<file path="config.mk">
export PLATFORM = sky130hd
export DESIGN_NAME = c_string_escaper
export DESIGN_NICKNAME = d
export VERILOG_FILES = /design/src/cse_pkg.sv /design/src/c_string_escaper.sv
export SDC_FILE = /design/constraint.sdc
export NUM_CORES = 1
export LEC_CHECK = 0
export ABC_CLOCK_PERIOD_IN_PS = 2800
export BUFFER_PORTS_ARGS = -buffer_cell sky130_fd_sc_hd__buf_2
export CAP_MARGIN = 25
export CORE_ASPECT_RATIO = 0.5
export CORE_MARGIN = 1.5
export CORE_UTILIZATION = 52
export DETAILED_ROUTE_END_ITERATION = 10
export MAX_ROUTING_LAYER = met4
export PLACE_DENSITY = 0.73
export SYNTH_ARGS = -nofsm -noshare
export SYNTH_HDL_FRONTEND = slang
export SYNTH_SLANG_ARGS = --single-unit
</file>
<file path="constraint.sdc">
create_clock -name i_clk -period 2.8 [get_ports i_clk]
set_clock_uncertainty 0.15 [all_clocks]
set_input_delay 0.42 -clock i_clk [delete_from_list [all_inputs] [get_ports i_clk]]
set_output_delay 0.42 -clock i_clk [all_outputs]
set_load 0.03 [all_outputs]
</file>
<file path="src/cse_pkg.sv">
// cse_pkg: types, character constants and byte classification helpers
// for the C string escaper. No dependencies.
`default_nettype none

package cse_pkg;

    typedef logic [7:0] t_byte;
    typedef logic [2:0] t_cnt;

    localparam int    C_MAX_OUT   = 6;
    localparam int    C_PRE_MAX   = 4;
    localparam int    C_SUF_MAX   = 2;

    localparam t_byte C_BACKSLASH = 8'h5C;
    localparam t_byte C_QUOTE     = 8'h22;
    localparam t_byte C_ZERO      = 8'h30;
    localparam t_byte C_NINE      = 8'h39;
    localparam t_byte C_SPACE     = 8'h20;
    localparam t_byte C_TILDE     = 8'h7E;

    localparam t_byte C_BEL       = 8'h07;
    localparam t_byte C_BS        = 8'h08;
    localparam t_byte C_TAB       = 8'h09;
    localparam t_byte C_LF        = 8'h0A;
    localparam t_byte C_VT        = 8'h0B;
    localparam t_byte C_FF        = 8'h0C;
    localparam t_byte C_CR        = 8'h0D;

    localparam t_byte C_LTR_A     = 8'h61;
    localparam t_byte C_LTR_B     = 8'h62;
    localparam t_byte C_LTR_T     = 8'h74;
    localparam t_byte C_LTR_N     = 8'h6E;
    localparam t_byte C_LTR_V     = 8'h76;
    localparam t_byte C_LTR_F     = 8'h66;
    localparam t_byte C_LTR_R     = 8'h72;

    function automatic logic is_plain(input t_byte b);
        return (b >= C_SPACE) && (b <= C_TILDE) && (b != C_QUOTE) && (b != C_BACKSLASH);
    endfunction

    function automatic logic is_digit(input t_byte b);
        return (b >= C_ZERO) && (b <= C_NINE);
    endfunction

    // escape letter for a two-byte escape, zero when there is none
    function automatic t_byte simple_esc(input t_byte b);
        t_byte e;
        unique case (b)
            C_BEL:       e = C_LTR_A;
            C_BS:        e = C_LTR_B;
            C_TAB:       e = C_LTR_T;
            C_LF:        e = C_LTR_N;
            C_VT:        e = C_LTR_V;
            C_FF:        e = C_LTR_F;
            C_CR:        e = C_LTR_R;
            C_QUOTE:     e = C_QUOTE;
            C_BACKSLASH: e = C_BACKSLASH;
            default:     e = 8'h00;
        endcase
        return e;
    endfunction

    function automatic logic is_held(input t_byte b);
        return !is_plain(b) && (simple_esc(b) == 8'h00);
    endfunction

    function automatic t_byte oct_digit(input logic [2:0] d);
        return C_ZERO + {5'b00000, d};
    endfunction

endpackage

`default_nettype wire

</file>
<file path="src/c_string_escaper.sv">
// c_string_escaper: top level, raw bytes in, C string literal text out.
// Depends on cse_pkg for types, character constants and classifiers.
//
// Input stream: tdata = raw byte, tuser = mode (0 data, 1 flush the held
// byte). Output stream: tdata = one text byte, tlast marks the final byte
// produced by one input word.
// Each accepted word is expanded and registered into a result buffer of up
// to six bytes, which drains one byte per cycle while the receiver is ready;
// the first output byte appears in the cycle after acceptance. A word that
// expands to a single byte lets the next word in on the same edge the byte
// leaves, so plain text runs at one word per cycle while the receiver is
// ready; a longer expansion holds the buffer until its last byte leaves the
// single output byte lane. Control bytes without a short escape are held one
// word to look at the next byte and yield no output on their own word.
// Reset clears the buffer and the held-byte flag. When the receiver stalls,
// the current byte holds and input is refused once the buffer cannot drain.
`default_nettype none

module c_string_escaper (
    input  wire logic           i_clk,
    input  wire logic           i_rst_n,
    input  wire logic           i_s_tvalid,
    output logic                o_s_tready,
    input  wire cse_pkg::t_byte i_s_tdata,   // [7:0] data_byte
    input  wire logic           i_s_tuser,   // [0] mode
    output logic                o_m_tvalid,
    input  wire logic           i_m_tready,
    output cse_pkg::t_byte      o_m_tdata,   // [7:0] out_byte
    output logic                o_m_tlast    // last_of_run
);

    import cse_pkg::*;

    t_byte r_buf [C_MAX_OUT];
    t_cnt  r_rem;
    logic  r_pend_valid;
    t_byte r_pend_byte;

    t_byte n_buf [C_MAX_OUT];
    t_cnt  n_len;

    logic  w_accept;
    logic  w_take;

    assign o_m_tvalid = (r_rem != 3'd0);
    assign o_m_tdata  = r_buf[0];
    assign o_m_tlast  = (r_rem == 3'd1);
    assign w_take     = o_m_tvalid && i_m_tready;
    assign o_s_tready = (r_rem == 3'd0) || ((r_rem == 3'd1) && i_m_tready);
    assign w_accept   = i_s_tvalid && o_s_tready;

    // expansion: prefix encodes the held byte, suffix handles the new one
    always_comb begin
        t_byte pre [C_PRE_MAX];
        t_byte suf [C_SUF_MAX];
        t_cnt  pre_len;
        t_cnt  suf_len;
        t_cnt  sidx;
        t_byte pb;
        t_byte esc;
        pb      = r_pend_byte;
        esc     = simple_esc(i_s_tdata);
        pre[0]  = C_BACKSLASH;
        pre[1]  = oct_digit({1'b0, pb[7:6]});
        pre[2]  = oct_digit(pb[5:3]);
        pre[3]  = oct_digit(pb[2:0]);
        pre_len = 3'd0;
        suf[0]  = i_s_tdata;
        suf[1]  = esc;
        suf_len = 3'd0;
        if (r_pend_valid) begin
            if (!i_s_tuser && is_digit(i_s_tdata)) begin
                pre_len = 3'd4;
            end else if (pb[7:3] == 5'd0) begin
                pre[1]  = oct_digit(pb[2:0]);
                pre_len = 3'd2;
            end else if (pb[7:6] == 2'd0) begin
                pre[1]  = oct_digit(pb[5:3]);
                pre[2]  = oct_digit(pb[2:0]);
                pre_len = 3'd3;
            end else begin
                pre_len = 3'd4;
            end
        end
        if (!i_s_tuser) begin
            if (is_plain(i_s_tdata)) begin
                suf_len = 3'd1;
            end else if (esc != 8'h00) begin
                suf[0]  = C_BACKSLASH;
                suf_len = 3'd2;
            end
        end
        for (int k = 0; k < C_MAX_OUT; k++) begin
            sidx = 3'(k) - pre_len;
            if (3'(k) < pre_len) begin
                n_buf[k] = pre[2'(k)];
            end else if (sidx < 3'(C_SUF_MAX)) begin
                n_buf[k] = suf[sidx[0]];
            end else begin
                n_buf[k] = 8'h00;
            end
        end
        n_len = pre_len + suf_len;
    end

    always_ff @(posedge i_clk) begin
        if (!i_rst_n) begin
            r_rem        <= 3'd0;
            r_pend_valid <= 1'b0;
        end else if (w_accept) begin
            r_rem        <= n_len;
            r_pend_valid <= !i_s_tuser && is_held(i_s_tdata);
        end else if (w_take) begin
            r_rem        <= r_rem - 3'd1;
        end
    end

    always_ff @(posedge i_clk) begin
        if (w_accept) begin
            r_buf <= n_buf;
            if (!i_s_tuser && is_held(i_s_tdata)) begin
                r_pend_byte <= i_s_tdata;
            end
        end else if (w_take) begin
            for (int k = 0; k < C_MAX_OUT - 1; k++) begin
                r_buf[k] <= r_buf[k + 1];
            end
        end
    end

    a_rem_range: assert property (@(posedge i_clk) disable iff (!i_rst_n)
        r_rem <= 3'(C_MAX_OUT))
        else $error("result count exceeds buffer depth");

    a_plain_pass: assert property (@(posedge i_clk) disable iff (!i_rst_n)
        w_accept && !i_s_tuser && !r_pend_valid && is_plain(i_s_tdata)
        |=> o_m_tvalid && o_m_tlast && (o_m_tdata == $past(i_s_tdata)))
        else $error("plain byte not passed through alone");

    a_held_class: assert property (@(posedge i_clk) disable iff (!i_rst_n)
        r_pend_valid |-> is_held(r_pend_byte))
        else $error("held byte has a short form");

    a_flush_clears: assert property (@(posedge i_clk) disable iff (!i_rst_n)
        w_accept && i_s_tuser |=> !r_pend_valid)
        else $error("flush left a byte held");

    a_flush_empty: assert property (@(posedge i_clk) disable iff (!i_rst_n)
        w_accept && i_s_tuser && !r_pend_valid |=> !o_m_tvalid)
        else $error("flush with nothing held produced output");

endmodule

`default_nettype wire
</file>
==> out/metrics.cfg <==
[synth]
synth_flop_cell=edfxtp_1
synthCells=308
synth_area_leaders=edfxtp_1 50%, a22o_1 3.7%, nand2_1 2.7%, nor2_1 2.6%, a21oi_1 2.5%
yosysSeqAreaShare_pct=52.7
yosysTopAreaCell=edfxtp_1
synth.most_common_cell=edfxtp_1
post_synth_num_cell_types=63
synth-edff-count=56
synth_top_area_share_pct=50.3
ys_ff_latch=60
syn_nets=328
synth.avg_cell_area_um2=10.9
syn_area_um2=3350
ys_async_sr_fraction_pct=0
yosys_warnings=0
synth_common_cells=56 x edfxtp_1, 24 x nand2_1, 23 x nor2_1

[layout]
n_fill_cell=492
fin_nets=362
final_layout_size_suffix_gt1_share_pct=22.5
syn_to_final_growth_pct=16.5
num_antenna_cells=0
stdcell_count=435

[critical_path]
setup.worst_path.start_class=register
crit_fanout=6
crit_type=register to register
rrSetupSlack_ps=130
cp-end-kind=register
r2r_cells=10
timing.critical_path.cells=nor3b_2 -> o31ai_4 -> inv_4 -> nand2_8 -> ha_1 -> buf_4 -> nand2b_1 -> nor2_1 -> o21a_1 -> a221o_1
critPathSlowestCell=edfxtp_1
crit-reg2reg-launch=r_pend_byte[6]$_DFFE_PP_
worst_path_dominant_cell_family=simple AND/OR/NAND/NOR gates
required_ps=2730
cpPeakStageDelay_ps=460
cp.buffers_inverters=2
arrival_ps=2600
r2r_end=o_m_tdata[3]$_DFFE_PP_

[placement]
dpl.hpwl_um=5610
portBuffers=23
dp_cells=419
gp_congestion=0.938

[timing]
finalSetupTns_ps=0
tightestPinTransition_ps=766
rsz0062_at_grt=false
relSlewSlack_pct=48.5
final_hold_viol_count=0
finalSetupViolCount=0
timing.hold.ws_ps=200
drv_slew=0
fin_crit_sh_pct=95.3
post-route-min-period_ps=2670
fmax_ghz=0.375

[clocking]
clk_pin_slew_ps=50
cts.sinks=60
post-cts-setup-buffers=0
numCtsBuffers=9
clock_latency_ps=330
ctsResizeCount=0
root_buffer=clkbuf_16
holdBufCountCts=0
cts_buffer_depth=2
tritoncts=built
cts_htree_levels=3

[pwr]
p_leak_uw=0.00143
p_per_area_nw_per_um2=1060
ir_drop_v=0.000416

[global_routing]
grt_usage_pct=26.0
grt-ovfl-total=0
antenna_found_initial=0
grt_max_degree=36
grt_pass1_vias=2416
grt_pass1_wl_um=12600

[die]
die_x_um=116
die_height_um=59.7
core_um2=6130
initial_core_util_pct=54.6
placementRows=20
io_pins=24
dieArea_um2=6950

[drt]
dr.pass1.iters=5
detail-route-antenna-nets=0
route.detailed.drc=0
wl_per_cell_um=18.3
drt_iter0_drc=293
vias=2666
vias_per_cell=6.13
wl_um=7970

[outcome]
status=complete, no violations

[job]
drv_cap=0

[min_path]
worstHoldEndpoint=r_pend_byte[5]$_DFFE_PP_
worst_hold_path_type=primary input to register
hold_depth=1
min_from=i_s_tdata[5]

[final cells by class]
cell class | instances | area [um2] | area share [%]
multi-input combinational | 209 | 1380 | 35.4
inverter | 11 | 46.3 | 1.19
timing repair buffer | 51 | 338 | 8.67
clock inverter | 5 | 28.8 | 0.738
sequential | 60 | 1760 | 45.2
clock buffer | 11 | 233 | 5.97
tap | 88 | 110 | 2.83
[routing by layer]
metal,global-route usage [%],wire [um],vias up
met3,8.82,800,17
met2,35.3,3330,162
li1,-,-,1225
met5,-,0,-
met1,37.6,3710,1262
met4,5.92,140,0
[logic make-up (layout without fill, tap and decap cells)]
group / after synthesis / count (layout) / share of synthesized area [%]
buffers and inverters: 39 / 78 / 6.10
other: 1 / 1 / 0.112
adders and majority gates: 7 / 7 / 2.84
DFF: 60 / 60 / 52.7
AOI/OAI and AO/OA: 89 / 89 / 19.1
muxes: 3 / 3 / 0.972
and+or+nand+nor: 106 / 106 / 17.4
xor gates and xnor gates: 3 / 3 / 0.785
[how the worst max path moves through the flow]
stage,start,to,slack (ps),depth (start not counted)
CTS,r_pend_byte[6]$_DFFE_PP_,o_m_tdata[3]$_DFFE_PP_,160,10
global route,r_pend_byte[6]$_DFFE_PP_,o_m_tdata[3]$_DFFE_PP_,20,10
global placement,i_s_tdata[1],r_buf[31]$_DFFE_PP_,100,9
floorplan,i_s_tdata[3],r_buf[31]$_DFFE_PP_,30,12
finish,r_pend_byte[6]$_DFFE_PP_,o_m_tdata[3]$_DFFE_PP_,130,10
detailed placement,i_s_tdata[1],r_buf[27]$_DFFE_PP_,70,9
[state kept, by name, summed over array words and instances (netlist names)]
register / count
o_m_tdata: 8
r_buf: 40
r_pend_byte: 8
r_pend_valid: 1
r_rem: 3
[stage by stage]
| stage | utilization [%] | power [uW] | area (um2) | setup WS, ps |
|---|---|---|---|---|
| final | 63.6 | 4110 | 3900 | 133 |
| after global routing | 63.6 | 4340 | 3900 | 16.6 |
| after CTS | 63.6 | 4120 | 3900 | 160 |
| after detailed placement | 59.3 | 3140 | 3640 | 68.7 |
| after global placement | 59.3 | 3090 | 3640 | 100 |
| after floorplan | - | 2760 | 3350 | 27.1 |
[worst reg2reg max path, cell delays in order (launching register included)]
cell and delay [ps]:
edfxtp_1 460, nor3b_2 330, o31ai_4 160, inv_4 100
nand2_8 60, ha_1 300, buf_4 120, nand2b_1 210
nor2_1 90, o21a_1 120, a221o_1 310
[power breakdown]
part	switching, uW	total (uW)	internal, uW
sequential	125	1680	1560
combinational	921	1450	533
clock	387	978	592
total	1430	4110	2680
[placed cells by master (no fill, tap or decap), types with 5 or more instances in the layout]
master,netlist,final
edfxtp_1,56,56
nor2_1,23,23
buf_4,8,27
buf_2,5,23
clkbuf_16,0,9
o21ai_0,16,16
nor2b_1,6,6
o21a_1,5,5
ha_1,6,6
nor3_1,11,11
or3_1,5,5
nand3_1,11,11
a22o_1,14,14
a32o_1,5,5
nand2_1,24,24
a21oi_1,17,17
inv_1,8,8
(Power assumes the default switching activity.)
